--- config.mk ---
export PLATFORM = sky130hd
export DESIGN_NAME = pmftl_ram
export DESIGN_NICKNAME = d
export VERILOG_FILES = /design/src/sv/pmftl_ram.sv
export SDC_FILE = /design/constraint.sdc
export NUM_CORES = 1
export LEC_CHECK = 0
export BUFFER_PORTS_ARGS = -buffer_cell sky130_fd_sc_hd__buf_2
export CORE_UTILIZATION = 63
export CTS_CLUSTER_SIZE = 30
export DETAILED_ROUTE_END_ITERATION = 16
export PLACE_DENSITY = 0.79
export SYNTH_ARGS = -nofsm -noshare
export SYNTH_HDL_FRONTEND = slang
export SYNTH_SLANG_ARGS = --single-unit
--- constraint.sdc ---
create_clock -name clk -period 3 [get_ports clk]
set_input_delay 0.15 -clock clk [delete_from_list [all_inputs] [get_ports clk]]
set_output_delay 0.15 -clock clk [all_outputs]
set_load 0.02 [all_outputs]
--- src/sv/pmftl_ram.sv ---
// ----------------------------------------------------------------------------
// pmftl_ram
// Simple dual-port synchronous RAM, one write and one registered read port.
// ----------------------------------------------------------------------------
module pmftl_ram #(
    parameter int DEPTH = 128,
    parameter int WIDTH = 8
) (
    input  logic                     clk,
    input  logic                     we,
    input  logic [$clog2(DEPTH)-1:0] waddr,
    input  logic [WIDTH-1:0]         wdata,
    input  logic [$clog2(DEPTH)-1:0] raddr,
    output logic [WIDTH-1:0]         rdata
);

    logic [WIDTH-1:0] mem [DEPTH];

    // Write port
    always_ff @(posedge clk)
    begin
        if (we)
        begin
            mem[waddr] <= wdata;
        end
    end

    // Registered read port
    always_ff @(posedge clk)
    begin
        rdata <= mem[raddr];
    end

endmodule
==> results.yml <==
clock_network:
  numCtsBuffers: 98
  cts_setup_buffers: 0
  path_clk_slew_ns: 0.07
  cts-root-buf: "clkbuf_16"
  htree_levels: 3
  insertion_delay_ns: 0.66
  clock_sinks: 1032
  cts-resized-gates: 0
  cts_tree: "built"
  clock_path_buffers: 3
  ctsHoldBuffers: 2
yosys:
  yosys.area.top_type: "edfxtp_1"
  yosysSeqAreaShare: 0.779
  ys_ff_latch: 1032
  ys_warn_count: 0
  synthDistinctLibCells: 17
  synth_area_leaders: "edfxtp_1 78%, mux4_2 19%, nor2_1 1.2%"
  syn_inst: 1635
  synth_area_per_cell_sq_um: 24.3
  syn_area_sq_mm: 0.0397
  syn_nets: 1659
  synth_top_area_share: 0.775
final_layout:
  fill_cells: 3238
  synthToLayoutAreaGrowth_pct: 13.0
  drive_gt1_frac: 0.339
  final_cell_mix: "1024 x edfxtp_1, 336 x mux4_2, 122 x nor2_1, 117 x buf_4, 101 x clkbuf_16"
  layout_commonest_cell: "edfxtp_1"
  final_nets: 1832
timing:
  period_needed_ns: 2.47
  timing.slew.headroom: 0.278
  max_freq_mhz: 404
  finalClockSkew_ns: 0.0273
  final-setup-viol-count: 0
  finalSetupTns_ns: 0
  drv_slew: 0
  grt_setup_unrepaired: "false"
  max_slew.worst_pin.slew_ns: 1.08
  setup_ws_ns: 0.525
  hold_viol: 0
  min_period_over_period: 0.825
job:
  drv_cap: 0
worst_setup_path:
  required_ns: 3.54
  crit_type: "reg -> reg"
  cp-start-kind: "flop"
  crit_path_end_kind: "flop"
  r2r_start: "mem[74][4]"
  cp.arrival_ns: 3.01
  startpoint: "mem[74][4]"
  crit_fanout: 1
die:
  pin_count: 32
  dieArea_sq_mm: 0.0640
  floorplan.rows: 91
  start_util: 0.640
  coreArea_sq_mm: 0.0619
  fp.dieW_microns: 253
  die_y_microns: 253
place:
  placement.io_buffers: 31
  place_ws_ns: 0.160
  gp_congestion: 0.835
  dp_hpwl_microns: 54000
grt:
  grt_first_pass_wirelength_microns: 140000
  grt_pass1_vias: 19863
  grt.total_usage: 0.316
  grt_max_degree: 129
  antenna_found_initial: 8
  overflow: 0
power_and_ir_drop:
  power_mw: 29.5
  p_per_area_mw_per_mm2: 658
  p_leak_nw: 14.0
  ir_drop_mv: 0.779
route:
  vias: 19122
  wl_per_cell_microns: 35.6
  drc: 0
  first_iter_violations: 2898
  wirelength_microns: 97100
  firstDrtPassIters: 6
  vias_per_cell: 7.01
  detail-route-antenna-nets: 0
worst_hold_path:
  min_from: "wdata[1]"
  hold_path_class: "in -> reg"
status:
  status: "complete, no violations"
==> Yosys cell counts, drive strengths merged <==
cell type / instances
nand2: 14
clkbuf: 44
edfxtp: 1024
buf: 45
dfxtp: 8
or3: 1
nand3: 12
nor2b: 7
nand2b: 2
nor2: 122
nand4: 3
nor3: 9
mux4: 336
mux2: 8
==> worst paths after layout <==
path,to,slack [ns],depth (start not counted)
worst min register to register,rdata[7],1.15,4
worst max register to register,rdata[4],0.53,4
worst max-delay path,rdata[4],0.53,4
worst min-delay path,mem[118][1],0.06,1
==> where the power goes <==
part	leakage, nW	total, mW	internal [mW]	switching [mW]
clock	1.50	12.0	6.67	5.30
combinational	3.20	1.57	0.648	0.924
sequential	9.27	16.0	15.9	0.0401
==> critical path, stage by stage (launching register included) <==
cell and delay, ns:
edfxtp_1 0.45, mux4_2 0.51, mux4_2 0.53, mux4_2 0.57, mux2_2 0.29
==> kinds of logic after synthesis <==
family,count (synthesis),synth area share
DFF,1032,0.779
muxes,344,0.193
and+or+nand+nor,170,0.0176
buffers and inverters,89,0.0101
==> flip-flops by register name, summed over array words and instances, names as in the netlist <==
register  cells
mem        1024
rdata         8
==> through the flow <==
stage	std cells	instance area (sq um)	hold WS, ns	util
after global placement	2543	41700	0.400	0.674
after floorplan	1635	39700	0.249	-
after global routing	2725	44800	0.0762	0.724
after detailed placement	2543	41700	0.397	0.674
after CTS	2725	44800	0.0657	0.724
final	2728	44800	0.0602	0.724
==> per-layer routing <==
layer	track usage	routed length (microns)	share of wire
met5	0	54	0.00056
met4	0.134	4140	0.043
met3	0.0623	10400	0.11
met2	0.514	48900	0.50
met1	0.427	33600	0.35
==> layout make-up <==
cell class / instances / area (sq um) / area share
clock inverter: 53 / 418 / 0.00932
antenna: 3 / 7.51 / 0.000167
clock buffer: 127 / 2650 / 0.0590
tap: 837 / 1050 / 0.0234
sequential: 1032 / 30900 / 0.689
timing repair buffer: 162 / 1450 / 0.0323
multi-input combinational: 514 / 8350 / 0.186
Note: power is estimated with default switching activity, not from simulation.
